--- src/design/ipru_pkg.sv ---
package ipru_pkg;

    localparam int SCALE_W = 7;
    localparam int WIDTH_W = 11;
    localparam int COPY_W  = 6;
    localparam int PAD_W   = 2;
    localparam int CH_W    = 8;
    localparam int PIX_W   = 3 * CH_W;

    typedef logic [PIX_W-1:0] t_pix;

    typedef enum logic {
        CMD_PIXEL   = 1'b0,
        CMD_ADVANCE = 1'b1
    } t_cmd;

    typedef enum logic {
        REG_SCALE     = 1'b0,
        REG_ROW_WIDTH = 1'b1
    } t_reg_idx;

    typedef struct packed {
        logic               rejected;
        logic               use_mem;
        logic               row_done;
        logic [PAD_W-1:0]   pad;
        logic [SCALE_W-1:0] scale;
        t_pix               pix;
    } t_job;

    typedef struct packed {
        logic [CH_W-1:0]  blue;
        logic [CH_W-1:0]  green;
        logic [CH_W-1:0]  red;
        logic             row_end;
        logic [PAD_W-1:0] pad;
        logic             rejected;
        logic             last;
    } t_beat;

endpackage

--- src/design/ipru_emit.sv ---
module ipru_emit (
    input  logic            i_clk,
    input  logic            i_rst_n,
    input  logic            i_load,
    input  ipru_pkg::t_job  i_job,
    input  ipru_pkg::t_pix  i_rdata,
    input  logic            i_ready,
    output logic            o_free,
    output logic            o_valid,
    output ipru_pkg::t_beat o_beat
);
    import ipru_pkg::*;

    t_job              r_job;
    logic              r_job_valid;
    logic [COPY_W-1:0] r_copy;
    logic              r_out_valid;
    t_beat             r_beat;

    t_pix  pix;
    logic  last_copy;
    logic  issue;
    t_beat beat;

    always_comb begin
        pix       = r_job.use_mem ? i_rdata : r_job.pix;
        last_copy = r_job.rejected || (r_copy == COPY_W'(r_job.scale - SCALE_W'(1)));
        issue     = r_job_valid && (!r_out_valid || i_ready);
        o_free    = !r_job_valid || (issue && last_copy);

        beat.blue     = r_job.rejected ? '0 : pix[CH_W-1:0];
        beat.green    = r_job.rejected ? '0 : pix[2*CH_W-1:CH_W];
        beat.red      = r_job.rejected ? '0 : pix[3*CH_W-1:2*CH_W];
        beat.row_end  = !r_job.rejected && last_copy && r_job.row_done;
        beat.pad      = beat.row_end ? r_job.pad : '0;
        beat.rejected = r_job.rejected;
        beat.last     = last_copy;
    end

    always_ff @(posedge i_clk) begin
        if (!i_rst_n) begin
            r_job_valid <= 1'b0;
            r_out_valid <= 1'b0;
        end else begin
            if (i_load) begin
                r_job_valid <= 1'b1;
                r_job       <= i_job;
                r_copy      <= '0;
            end else if (issue) begin
                if (last_copy) begin
                    r_job_valid <= 1'b0;
                end else begin
                    r_copy <= r_copy + COPY_W'(1);
                end
            end
            if (issue) begin
                r_out_valid <= 1'b1;
                r_beat      <= beat;
            end else if (i_ready) begin
                r_out_valid <= 1'b0;
            end
        end
    end

    assign o_valid = r_out_valid;
    assign o_beat  = r_beat;

endmodule

--- config.mk ---
export PLATFORM = sky130hd
export DESIGN_NAME = ipru_emit
export DESIGN_NICKNAME = d
export VERILOG_FILES = /design/src/design/ipru_pkg.sv /design/src/design/ipru_emit.sv
export SDC_FILE = /design/constraint.sdc
export NUM_CORES = 1
export LEC_CHECK = 0
export BUFFER_PORTS_ARGS = -buffer_cell sky130_fd_sc_hd__buf_2
export CAP_MARGIN = 5
export CORE_ASPECT_RATIO = 0.7
export CORE_UTILIZATION = 54
export DETAILED_ROUTE_END_ITERATION = 7
export PLACE_DENSITY = 0.85
export SLEW_MARGIN = 20
export SYNTH_ARGS = -nofsm -noshare
export SYNTH_HDL_FRONTEND = slang
export SYNTH_SLANG_ARGS = --single-unit
--- constraint.sdc ---
create_clock -name i_clk -period 7.1 [get_ports i_clk]
set_input_delay 0.355 -clock i_clk [delete_from_list [all_inputs] [get_ports i_clk]]
set_output_delay 0.355 -clock i_clk [all_outputs]
set_load 0.01 [all_outputs]
==> impl_metrics.json <==
{
  "status": "finished, final reports clean",
  "path_class": "reg2out",
  "drive_above_1_share_pct": 41.40,
  "fmax_mhz": 369.7,
  "use_met1_pct": 27.12,
  "crit_path_end_kind": "output port",
  "finalWorstPathRequiredPeriod_ps": 2705,
  "clkSinkCount": 72,
  "endpoint": "o_free",
  "crit_start": "r_job[24]$_DFFE_PP_",
  "worst_pin_slew_ps": 761.0,
  "post_cts_buffers": 0,
  "yosysUniqueCellTypes": 31,
  "port_buffers": 93,
  "synth_warnings": 0,
  "cts_tree": "yes",
  "globalRoute.totalOverflow": 0,
  "clk_pin_slew_ps": 80,
  "ant_nets": 0,
  "vias_per_cell": 5.198,
  "gp_congestion": 0.7549,
  "hold_path.class": "in2reg",
  "tns_ps": 0,
  "final_cell_area_um2": 3640,
  "utilization_pct": 73.68,
  "cts_buffer_depth": 2,
  "grt.busiest_layer": "met2",
  "grt_use_met2_pct": 34.73,
  "hold_buffers": 0,
  "netlist_area_um2": 2870,
  "synth_edf_count": 70,
  "leakage_nw": 1.521,
  "num_rows": 21,
  "root_buffer": "clkbuf_8",
  "ctsResizeCount": 0,
  "wl_mm": 5.613,
  "dpl_cell_area_um2": 3420,
  "reg2reg_depth": 6,
  "nNetsFinal": 346,
  "hold_viol_final": 0,
  "worst-path-max-fanout": 4,
  "numCtsBuffers": 9,
  "ys_seq_area_share_pct": 74.63,
  "first_pass_iters": 4,
  "grt_pass1_vias": 1794,
  "io_pins": 95,
  "instances_no_fill": 354,
  "wl_per_cell_um": 15.86,
  "die-area_um2": 5615,
  "async_reset_ff_share_pct": 0,
  "grt_max_degree": 31,
  "r2r_slack_ps": 4510,
  "antenna_found_initial": 0,
  "synth_most_common_cell": "edfxtp_1",
  "grt_use_total_pct": 21.84,
  "finalPower_mw": 0.9409,
  "start_util_pct": 58.11,
  "fp.dieW_um": 89.14,
  "vias": 1840,
  "synth.largest_area_cell": "edfxtp_1",
  "synthTopCellsByArea": "edfxtp_1, mux2i_1, nor2_1",
  "avgSynthCellArea_um2": 16.13,
  "post-route-period-util_pct": 38.10,
  "hp-start": "i_job[15]",
  "setup_violations": 0,
  "synth_top_area_share_pct": 73.23,
  "drc": 0,
  "grtUsageMet3_pct": 9.908,
  "p_per_area_nw_per_um2": 258.5,
  "maxSlewHeadroom_pct": 48.71,
  "grt_pass1_wl_mm": 8.590,
  "r2r-start": "r_job[24]$_DFFE_PP_",
  "synthFlopType": "edfxtp_1",
  "required_ps": 6740,
  "yosys_register_bits": 72,
  "clock_skew_ps": 8.427,
  "irDropWorstVdd_mv": 0.1572,
  "syn2layout_area_growth_pct": 26.81,
  "dp_cells": 338,
  "startpoint_type": "register",
  "diodes": 0,
  "core-area_um2": 4940,
  "hpwlAfterDp_mm": 3.944,
  "maxCapViolations": 0,
  "worstPathArrival_ps": 2350,
  "slew_viol_final": 0,
  "insertion_delay_ps": 340,
  "n_fill_cell": 342,
  "first_iter_violations": 101,
  "syn_inst": 178,
  "rsz0062_at_grt": "false",
  "synth_nets": 244,
  "dieHeight_um": 63.00,
  "synth_common_cells": "edfxtp_1, nor2_1, mux2i_1",
  "htree_num_levels": 3,
  "worstReg2RegEnd": "r_copy[2]$_SDFFCE_PP0P_"
}
cells by family after synthesis:
| kind of cell | share of synthesized area, % |
|---|---|
| buffers and inverters | 1.874 |
| flip-flops | 74.63 |
| XOR/XNOR | 3.836 |
| AO/OA/AOI/OAI | 2.877 |
| AND/OR/NAND/NOR | 7.541 |
| multiplexers | 8.370 |
| adder cells (fa/ha/maj) | 0.8717 |
metrics by stage:
stage / hold slack, ps / setup WS, ps
final: 181.2 / 4395
after floorplan: 453.9 / 4822
after global placement: 530.9 / 4652
after CTS: 172.1 / 4420
after detailed placement: 532.0 / 4531
after global routing: 157.3 / 4318
critical path, stage by stage (launching register included):
cell	delay, ps
edfxtp_1	430
inv_1	60
ha_1	300
xnor2_1	130
a311oi_1	350
o2111a_2	340
a2bb2oi_1	220
buf_2	170
worst min-delay path by stage:
stage                                 endpoint  slack (ps)  cells past startpoint
after floorplan              beat[1]$_DFFE_PP_         450                      0
after global placement     r_job[16]$_DFFE_PP_         530                      1
after detailed placement  o_valid$_SDFFE_PN0P_         530                      1
after CTS                  r_job[15]$_DFFE_PP_         170                      1
after global routing       r_job[21]$_DFFE_PP_         160                      1
final                      r_job[15]$_DFFE_PP_         180                      1
routing by layer:
metal,vias to the layer above,part of all wire [%]
met3,14,7.9
met2,94,49
met5,-,0
li1,861,-
met4,0,1.4
met1,871,42
cell usage in the layout (no fill, tap or decap), drive strengths merged:
cell,instances
a21oi,1
a2bb2oi,1
a311oi,1
a32o,1
and2b,1
and3,2
buf,97
bufinv,2
clkbuf,9
clkinv,2
clkinvlp,3
dfxtp,2
edfxtp,70
ha,2
inv,5
mux2i,24
nand2,3
nand2b,2
nand3,3
nor2,31
nor2b,1
nor3,3
nor4,2
o2111a,1
o21a,1
o21ai,1
o311ai,1
o41ai,1
or2,1
xnor2,6
xnor3,1
xor2,4
power breakdown:
part / internal (mW) / switching (mW)
sequential: 0.496 / 0.0109
combinational: 0.0402 / 0.0480
clock: 0.197 / 0.149
total: 0.733 / 0.208
flip-flops by register name, indices dropped and copies added, names as in the netlist:
name / flops
r_copy: 6
o_beat: 29
r_job_valid: 1
r_job: 34
o_valid: 1
beat: 1
area by class of cell:
| type | count | area, um^2 | area share [%] |
|---|---|---|---|
| clock buffer | 9 | 123.9 | 3.403 |
| clock inverter | 7 | 96.34 | 2.647 |
| inverter | 5 | 18.77 | 0.5156 |
| multi-input combinational | 95 | 676.9 | 18.60 |
| sequential | 72 | 2142 | 58.85 |
| tap | 69 | 86.33 | 2.372 |
| timing repair buffer | 97 | 495.5 | 13.61 |
Power figures use the tool's default switching activity.
