**config.mk**
```make
export PLATFORM = sky130hd
export DESIGN_NAME = ipru_seq
export DESIGN_NICKNAME = d
export VERILOG_FILES = /design/src/design/ipru_pkg.sv /design/src/design/ipru_seq.sv
export SDC_FILE = /design/constraint.sdc
export NUM_CORES = 1
export LEC_CHECK = 0
export ABC_CLOCK_PERIOD_IN_PS = 8880
export BUFFER_PORTS_ARGS = -buffer_cell sky130_fd_sc_hd__buf_2
export CAP_MARGIN = 20
export CORE_ASPECT_RATIO = 0.75
export CORE_MARGIN = 2
export CORE_UTILIZATION = 45
export CTS_CLUSTER_SIZE = 20
export DETAILED_ROUTE_END_ITERATION = 10
export GPL_ROUTABILITY_DRIVEN = 0
export PLACE_DENSITY = 0.95
export SLEW_MARGIN = 5
export SYNTH_ARGS = -nofsm -noshare
export SYNTH_HDL_FRONTEND = slang
export SYNTH_SLANG_ARGS = --single-unit
export TNS_END_PERCENT = 30
```
**constraint.sdc**
```tcl
create_clock -name i_clk -period 8.88 [get_ports i_clk]
set_input_delay 1.776 -clock i_clk [delete_from_list [all_inputs] [get_ports i_clk]]
set_output_delay 1.776 -clock i_clk [all_outputs]
set_load 0.005 [all_outputs]
```
**src/design/ipru_pkg.sv**
```systemverilog
package ipru_pkg;

    localparam int SCALE_W = 7;
    localparam int WIDTH_W = 11;
    localparam int COPY_W  = 6;
    localparam int PAD_W   = 2;
    localparam int CH_W    = 8;
    localparam int PIX_W   = 3 * CH_W;

    typedef logic [PIX_W-1:0] t_pix;

    typedef enum logic {
        CMD_PIXEL   = 1'b0,
        CMD_ADVANCE = 1'b1
    } t_cmd;

    typedef enum logic {
        REG_SCALE     = 1'b0,
        REG_ROW_WIDTH = 1'b1
    } t_reg_idx;

    typedef struct packed {
        logic               rejected;
        logic               use_mem;
        logic               row_done;
        logic [PAD_W-1:0]   pad;
        logic [SCALE_W-1:0] scale;
        t_pix               pix;
    } t_job;

    typedef struct packed {
        logic [CH_W-1:0]  blue;
        logic [CH_W-1:0]  green;
        logic [CH_W-1:0]  red;
        logic             row_end;
        logic [PAD_W-1:0] pad;
        logic             rejected;
        logic             last;
    } t_beat;

endpackage

```
**src/design/ipru_seq.sv**
```systemverilog
module ipru_seq #(
    parameter int MAX_WIDTH = 1024,
    parameter int MAX_SCALE = 64,
    parameter int AW        = 10
) (
    input  logic                           i_clk,
    input  logic                           i_rst_n,
    input  logic                           i_accept,
    input  ipru_pkg::t_cmd                 i_cmd,
    input  ipru_pkg::t_pix                 i_pix,
    input  logic [ipru_pkg::SCALE_W-1:0]   i_scale,
    input  logic [ipru_pkg::WIDTH_W-1:0]   i_row_width,
    output ipru_pkg::t_job                 o_job,
    output logic                           o_mem_we,
    output logic                           o_mem_re,
    output logic [AW-1:0]                  o_mem_addr,
    output ipru_pkg::t_pix                 o_mem_wdata
);
    import ipru_pkg::*;

    localparam int WC_W = (AW + 1 > WIDTH_W) ? AW + 1 : WIDTH_W;

    typedef enum logic {
        PH_FILL,
        PH_REPLAY
    } t_phase;

    t_phase              r_phase, n_phase;
    logic [AW-1:0]       r_column, n_column;
    logic [COPY_W-1:0]   r_repeats, n_repeats;

    logic [SCALE_W-1:0]  eff_scale;
    logic [WC_W-1:0]     eff_width;
    logic [WC_W-1:0]     col_next;
    logic [3:0]          pad_prod;
    logic                row_done;
    logic                mismatch;

    always_comb begin
        if (i_scale == '0) begin
            eff_scale = SCALE_W'(1);
        end else if (i_scale > SCALE_W'(MAX_SCALE)) begin
            eff_scale = SCALE_W'(MAX_SCALE);
        end else begin
            eff_scale = i_scale;
        end
        if (i_row_width == '0) begin
            eff_width = WC_W'(1);
        end else if (WC_W'(i_row_width) > WC_W'(MAX_WIDTH)) begin
            eff_width = WC_W'(MAX_WIDTH);
        end else begin
            eff_width = WC_W'(i_row_width);
        end
        col_next = WC_W'(r_column) + WC_W'(1);
        row_done = (col_next >= eff_width);
        pad_prod = eff_width[1:0] * eff_scale[1:0];
        mismatch = (r_phase == PH_FILL) ? (i_cmd != CMD_PIXEL) : (i_cmd != CMD_ADVANCE);
    end

    always_comb begin
        o_job.rejected = mismatch;
        o_job.use_mem  = (r_phase == PH_REPLAY);
        o_job.row_done = row_done;
        o_job.pad      = pad_prod[1:0];
        o_job.scale    = eff_scale;
        o_job.pix      = i_pix;
        o_mem_addr     = r_column;
        o_mem_wdata    = i_pix;
        o_mem_we       = i_accept && !mismatch && (r_phase == PH_FILL);
        o_mem_re       = i_accept && !mismatch && (r_phase == PH_REPLAY);
    end

    always_comb begin
        n_phase   = r_phase;
        n_column  = r_column;
        n_repeats = r_repeats;
        if (i_accept && !mismatch) begin
            if (row_done) begin
                n_column = '0;
                unique case (r_phase)
                    PH_FILL: begin
                        if (eff_scale > SCALE_W'(1)) begin
                            n_repeats = COPY_W'(eff_scale - SCALE_W'(1));
                            n_phase   = PH_REPLAY;
                        end
                    end
                    PH_REPLAY: begin
                        n_repeats = r_repeats - COPY_W'(1);
                        if (n_repeats == '0) begin
                            n_phase = PH_FILL;
                        end
                    end
                    default: n_phase = PH_FILL;
                endcase
            end else begin
                n_column = col_next[AW-1:0];
            end
        end
    end

    always_ff @(posedge i_clk) begin
        if (!i_rst_n) begin
            r_phase   <= PH_FILL;
            r_column  <= '0;
            r_repeats <= '0;
        end else begin
            r_phase   <= n_phase;
            r_column  <= n_column;
            r_repeats <= n_repeats;
        end
    end

endmodule

```
==> results of run 1 <==
routing by layer:
layer | GRT usage, % | wire, µm | vias up
li1 | - | - | 833
met3 | 4.17 | 347 | 2
met5 | 0 | 0 | -
met2 | 29.5 | 1950 | 76
met4 | 4.43 | 17 | 0
met1 | 25.4 | 1880 | 776
sequential cells by signal (all words and copies together) (netlist names):
register and flops:
r_phase 1, r_repeats 6, o_mem_addr 10
layout make-up:
| class | instances | share of cell area, % |
|---|---|---|
| Clock inverter | 1 | 0.273 |
| Clock buffer | 3 | 2.25 |
| Sequential cell | 17 | 18.6 |
| Inverter | 9 | 1.98 |
| Timing Repair Buffer | 45 | 12.3 |
| Tap cell | 55 | 3.75 |
| Multi-Input combinational cell | 174 | 60.9 |
critical path, stage by stage:
cell      delay, ns
buf_2          0.11
nor4_1         0.36
a31oi_1        0.17
nor2_1         0.16
ha_1           0.24
nand2b_1       0.14
a31oi_1        0.17
o21bai_1       0.16
a21oi_4        0.45
inv_4          0.12
buf_2          0.15
cell usage in the layout (no fill, tap or decap), types with 2 or more instances in the layout:
| cell | Yosys | final |
|---|---|---|
| buf_2 | 0 | 45 |
| nand2_1 | 27 | 27 |
| dfxtp_1 | 17 | 17 |
| ha_1 | 16 | 16 |
| nor2_1 | 15 | 15 |
| a21oi_1 | 14 | 14 |
| nand3_1 | 13 | 13 |
| o21ai_0 | 12 | 12 |
| xnor2_1 | 8 | 8 |
| inv_1 | 7 | 7 |
| a31oi_1 | 7 | 7 |
| nor2b_1 | 6 | 6 |
| and3_1 | 5 | 5 |
| xor2_1 | 5 | 5 |
| nor3_1 | 5 | 5 |
| o31ai_1 | 4 | 4 |
| nand2b_1 | 3 | 3 |
| nor4_1 | 3 | 3 |
| nand4_1 | 3 | 3 |
| and2_1 | 3 | 3 |
| nand4b_1 | 3 | 3 |
| clkbuf_8 | 0 | 3 |
| or3_1 | 2 | 2 |
| o21bai_1 | 2 | 2 |
| nor3b_1 | 2 | 2 |
| o221a_2 | 2 | 2 |
| nand3b_1 | 2 | 2 |
metrics by stage:
step	std cells	util, %	setup WS, ns	hold WS [ns]
floorplan	260	-	3.72	0.467
detailed placement	300	44.1	3.12	0.490
global route	304	45.2	2.89	0.531
global placement	300	44.1	3.24	0.470
finish	304	45.2	3.09	0.494
CTS	304	45.2	3.12	0.500
logic make-up after synthesis:
group | synth area share [%]
compound gates | 16.5
buf+inv | 23.7
xor+xnor | 5.96
fa+ha+maj | 10.5
simple gates | 25.0
mux | 0.524
flops | 17.8
power breakdown:
group          internal (mW)  total [mW]  switching, mW
registers             0.0771      0.0787        0.00151
logic                 0.0153      0.0373         0.0220
clock network         0.0311      0.0581         0.0270
total                  0.124       0.174         0.0505
worst paths after layout:
path	to	cells after the start	start
setup / recovery	o_job[33]	11	i_row_width[6]
hold / removal	o_mem_addr[8]$_SDFFE_PN0P_	2	o_mem_addr[8]$_SDFFE_PN0P_
setup reg to reg	o_mem_addr[6]$_SDFFE_PN0P_	12	o_mem_addr[0]$_SDFFE_PN0P_
hold reg to reg	o_mem_addr[8]$_SDFFE_PN0P_	2	o_mem_addr[8]$_SDFFE_PN0P_
==> results by group, run 1 <==
STA
  • Clock Skews: about 0.0037 ns
  • Highest clock rate: between 150 and 200 MHz
  • Setup TNS: 0 ns
  • Final hold viol count: 0
  • Final setup viols: 0
  • RSZ-0062 raised after global routing: false
  • Worst relative slew slack: roughly 60%
  • Worst Max-Slew Pin Slew: 0.599 ns
  • Final period util: about two thirds
  • Number of max-slew violations in the final report: 0
  • Period minus WS final: between 5 and 6 ns

Synthesis
  • Syn_nets: about 320
  • Unique masters post-synth: 41
  • Synth Register Bits: 17
  • Ys Warns: 0
  • Number of flops mapped to enable cells by yosys: 0
  • Seq/Total Area, Yosys: between 10% and 20%
  • Synth Cell Area: 1910 µm²
  • Most used flip-flop cell after synthesis: dfxtp_1
  • Syn Area/Cell: ~7.3 µm²
  • Commonest cells post-synth: buf_4 (51), nand2_1 (27), dfxtp_1 (17), ha_1 (16), nor2_1 (15)
  • Leading cell type by number of instances after synthesis: buf_4
  • Largest cells by area after synthesis: buf_4 (20%), dfxtp_1 (18%), ha_1 (10%)
  • Post-synth ARST share: 0%
  • Synth top area share: about a fifth
  • Post-synth top area cell: buf_4
  • Syn Inst Count: 260

Floorplan
  • Core Box Area: between 4000 and 5000 µm²
  • I/O pins: ~120
  • Chip height: ~60 µm
  • Die Wd: 79.2 µm
  • Initial Util: a little under half
  • Die area: around 4800 µm²
  • Row count: 20

Clocking
  • CTS resizes: 0
  • CTS max path bufs: 2
  • H-tree depth: 1
  • TritonCTS Buffers: 3
  • Clock Pin Slew Worst Setup and Hold Paths: approximately 0.07 ns
  • Post-CTS Setup Bufs: 0
  • CTS Root Cell: clkbuf_8
  • Sink Count: 17
  • Clk Latency, worst-skew pair: between 0.2 and 0.3 ns
  • CTS Hold Bufs: 0
  • CTS tree: built

Worst setup path
  • Setup crit end kind: output port
  • Critical path class: input port to output port
  • Max Fanout on Critical Path: 19
  • CP Launch Type: input port
  • WP data arrival: 4.01 ns
  • FF-to-FF setup slack: around 5.3 ns
  • Required @ worst endpoint: between 7 and 8 ns

Routing
  • First DRT Iteration DRCs: 118
  • Routed wire per std cell: approximately 14 µm
  • Via Count: roughly 1700
  • Routed Antenna Nets: 0
  • TritonRoute pass-1 iters: 5
  • Routed WL: about 4.2 mm
  • # DRC: 0
  • Drt via density: approximately 5.5

Layout
  • Register area: approximately 340 µm²
  • Multi-input combinational cell area: about 1100 µm²
  • Design Area, Final: 1830 µm²
  • FILL cells: 430
  • Synth-to-layout area growth: -3.99%
  • Antenna cells: 0
  • Nets: 312
  • Layout cell share with drive strength beyond 1: a little over a fifth

Global route
  • Vias in the first global route: ~1500
  • First-pass GRT wire length: a little over 7 mm
  • Initial antenna violation count: 0
  • Global router's overall resource usage: 18.3%
  • Pin count of the biggest net entering global routing: 20
  • GR Overflow Total: 0

Flow run
  • Max-cap violations: 0

Hold path
  • Hold crit path type: register to register

Power and ir drop
  • PD cells: 94.9 nW/µm²
  • Leak: between 0.8 and 0.9 nW
  • Pwr Total: roughly 0.17 mW
  • Max VDD drop: 0.0550 mV

Status
  • Status: completed

Placed design
  • Hpwl dp: around 3.3 mm
  • Dpl cell area: 1790 µm²
  • Port Buffers: 45
(Power assumes the default switching activity.)
==> inputs of run 2 (changes only) <==
--- a/config.mk
+++ b/config.mk
@@ -5,16 +5,16 @@
 export SDC_FILE = /design/constraint.sdc
 export NUM_CORES = 1
 export LEC_CHECK = 0
-export ABC_CLOCK_PERIOD_IN_PS = 8880
+export ABC_CLOCK_PERIOD_IN_PS = 5350
 export BUFFER_PORTS_ARGS = -buffer_cell sky130_fd_sc_hd__buf_2
 export CAP_MARGIN = 20
 export CORE_ASPECT_RATIO = 0.75
 export CORE_MARGIN = 2
-export CORE_UTILIZATION = 45
+export CORE_UTILIZATION = 44
 export CTS_CLUSTER_SIZE = 20
 export DETAILED_ROUTE_END_ITERATION = 10
 export GPL_ROUTABILITY_DRIVEN = 0
-export PLACE_DENSITY = 0.95
+export PLACE_DENSITY = 0.94
 export SLEW_MARGIN = 5
 export SYNTH_ARGS = -nofsm -noshare
 export SYNTH_HDL_FRONTEND = slang
==> constraint.sdc (replaced) <==
create_clock -name i_clk -period 5.35 [get_ports i_clk]
set_input_delay 1.07 -clock i_clk [delete_from_list [all_inputs] [get_ports i_clk]]
set_output_delay 1.07 -clock i_clk [all_outputs]
set_load 0.005 [all_outputs]
==> run 2 against run 1 <==
Via count shrank 1.5%. Clock skew up 0.0016 ns. Count of clock-buffer cells in the layout is the same. Wire length is 1.6% lower. Sequential share of layout area is the same. Cell count unchanged. Sequential power up 66%. First-iteration DRC count is 16% lower. Clock power is 72% higher. Worst hold slack better by 0.0076 ns. Critical endpoint unchanged. Largest cell class unchanged. Largest power group unchanged.
==> results by group, run 2 (synthesis gave the netlist of run 1 again) <==
Clocking
  • TritonCTS Buffers: 3 (unchanged)
  • CTS resizes: 0 (unchanged)
  • Sink Count: 17 (unchanged)
  • Clk Latency, worst-skew pair: 0.26 ns (about the same)
  • Clock Pin Slew Worst Setup and Hold Paths: 0.07 ns (about the same)
  • CTS Hold Bufs: 0 (unchanged)
  • CTS max path bufs: 2 (unchanged)
  • CTS tree: built
  • CTS Root Cell: clkbuf_8
  • H-tree depth: 1 (unchanged)
  • Post-CTS Setup Bufs: 0 (unchanged)

Global route
  • GR Overflow Total: 0 (unchanged)
  • Initial antenna violation count: 0 (unchanged)
  • Vias in the first global route: 1476 (-2.4%)
  • Pin count of the biggest net entering global routing: 20 (unchanged)
  • First-pass GRT wire length: 6.84 mm (-2.8%)
  • Global router's overall resource usage: 17.6% (-0.70 points)

Worst setup path
  • CP startpoint: o_mem_addr[0]$_SDFFE_PN0P_
  • WP data arrival: 3.28 ns (-0.73 ns)
  • Critical R2R Launch: o_mem_addr[0]$_SDFFE_PN0P_
  • Required @ worst endpoint: 4.28 ns (-2.82 ns)
  • FF-to-FF setup slack: 1.74 ns (-3.56 ns)
  • Critical path class: register to output port
  • Setup crit end kind: output port
  • CP Launch Type: register
  • R2R Path End: o_mem_addr[6]$_SDFFE_PN0P_
  • Max Fanout on Critical Path: 19 (unchanged)
  • Reg2Reg Depth: 12 (unchanged)

Routing
  • First DRT Iteration DRCs: 99 (-16%)
  • Via Count: 1661 (-1.5%)
  • TritonRoute pass-1 iters: 5 (unchanged)
  • Routed WL: 4.14 mm (-1.6%)
  • Routed wire per std cell: 13.6 µm (-1.6%)
  • Routed Antenna Nets: 0 (unchanged)
  • # DRC: 0 (unchanged)
  • Drt via density: 5.46 (-1.5%)

STA
  • Final hold viol count: 0 (unchanged)
  • Final period util: about four fifths
  • Period minus WS final: between 4 and 5 ns
  • Final setup viols: 0 (unchanged)
  • Final setup margin: 1.00 ns (-2.09 ns)
  • RSZ-0062 raised after global routing: false
  • Number of max-slew violations in the final report: 0 (unchanged)
  • Clock Skews: 0.00527 ns (+0.00155 ns)
  • Setup TNS: 0 ns (unchanged)
  • Highest clock rate: ~230 MHz
  • Worst Max-Slew Pin Slew: 0.576 ns (-0.0232 ns)
  • Worst relative slew slack: 61.6% (+1.7 points)

Placed design
  • Place WS: 1.07 ns (-2.05 ns)
  • Hpwl dp: 3.23 mm (-0.90%)
  • Port Buffers: 45 (unchanged)
  • Dpl cell area: 1790 µm² (unchanged)

Floorplan
  • Chip height: 61.1 µm (+1.1%)
  • Die Wd: 80.1 µm (+1.1%)
  • Row count: 20 (unchanged)
  • Die area: 4890 µm² (+2.1%)
  • I/O pins: 118 (unchanged)
  • Core Box Area: 4100 µm² (+1.2%)
  • Initial Util: 46.6% (-0.57 points)

Hold path
  • Hold crit path type: register to register
  • Min-Delay Endpoint: o_mem_addr[1]$_SDFFE_PN0P_
  • Hold path depth: 2 (unchanged)
  • Worst Hold Launch: o_mem_addr[1]$_SDFFE_PN0P_

Layout
  • FILL cells: 440 (+2.3%)
  • Commonest non-fill, non-tap cell in the layout: buf_2
  • Most frequent cells in the layout: buf_2 (45), nand2_1 (27), dfxtp_1 (17)
  • Design Area, Final: 1830 µm² (unchanged)
  • Layout cell share with drive strength beyond 1: 21.3% (unchanged)
  • Nets: 312 (unchanged)
  • Max reg flops: 10 (unchanged)
  • Antenna cells: 0 (unchanged)
  • Synth-to-layout area growth: -3.99% (unchanged)

Flow run
  • Max-cap violations: 0 (unchanged)

Status
  • Status: completed

Power and ir drop
  • Max VDD drop: 0.129 mV (+130%)
  • Leak: 0.826 nW (unchanged)
  • PD cells: 159 nW/µm² (+68%)
run 2: cell counts in the layout (fill, tap and decap cells not counted):
No cell type changed its count.
run 2: worst max path at each step:
stage	endpoint	slack [ns]	depth (start not counted)
floorplan	o_job[33]	1.61	10
global placement	o_job[33]	1.13	11
detailed placement	o_job[33]	1.07	11
CTS	o_job[33]	1.04	11
global route	o_job[33]	0.75	11
finish	o_job[33]	1.00	11
run 2: power breakdown:
| group | leakage [nW] | switching, mW | internal [mW] |
|---|---|---|---|
| logic | 0.663 | 0.0360 | 0.0254 |
| registers | 0.137 | 0.00262 | 0.128 |
| clock network | 0.0255 | 0.0482 | 0.0518 |
run 2: critical path: stages (launching register included):
cell and delay (ns):
dfxtp_1 0.45, ha_1 0.27, and3_1 0.26, nand3_1 0.22, nor2_1 0.20, xor2_1 0.25, ha_1 0.28, o211ai_1 0.21
o21ai_1 0.18, a21oi_4 0.44, inv_4 0.11, buf_2 0.15
run 2: cell type report:
| type | count | area (µm²) | area share [%] |
|---|---|---|---|
| Multi-Input combinational cell | 174 | 1120 | 60.9 |
| Sequential cell | 17 | 340 | 18.6 |
| Timing Repair Buffer | 45 | 225 | 12.3 |
| Tap cell | 55 | 68.8 | 3.75 |
| Clock buffer | 3 | 41.3 | 2.25 |
| Inverter | 9 | 36.3 | 1.98 |
| Clock inverter | 1 | 5.00 | 0.273 |
run 2: routing by layer:
metal	wire [µm]	GRT usage, %
met2	1780	27.3
met1	2020	24.8
met3	301	3.96
met4	42	5.81
met5	0	0
run 2: through the flow:
step / utilization, % / power [mW] / instances / hold slack (ns)
floorplan: - / 0.200 / 260 / 0.467
global placement: 43.6 / 0.192 / 300 / 0.473
detailed placement: 43.6 / 0.195 / 300 / 0.488
CTS: 44.7 / 0.293 / 304 / 0.498
global route: 44.7 / 0.307 / 304 / 0.526
finish: 44.7 / 0.292 / 304 / 0.502
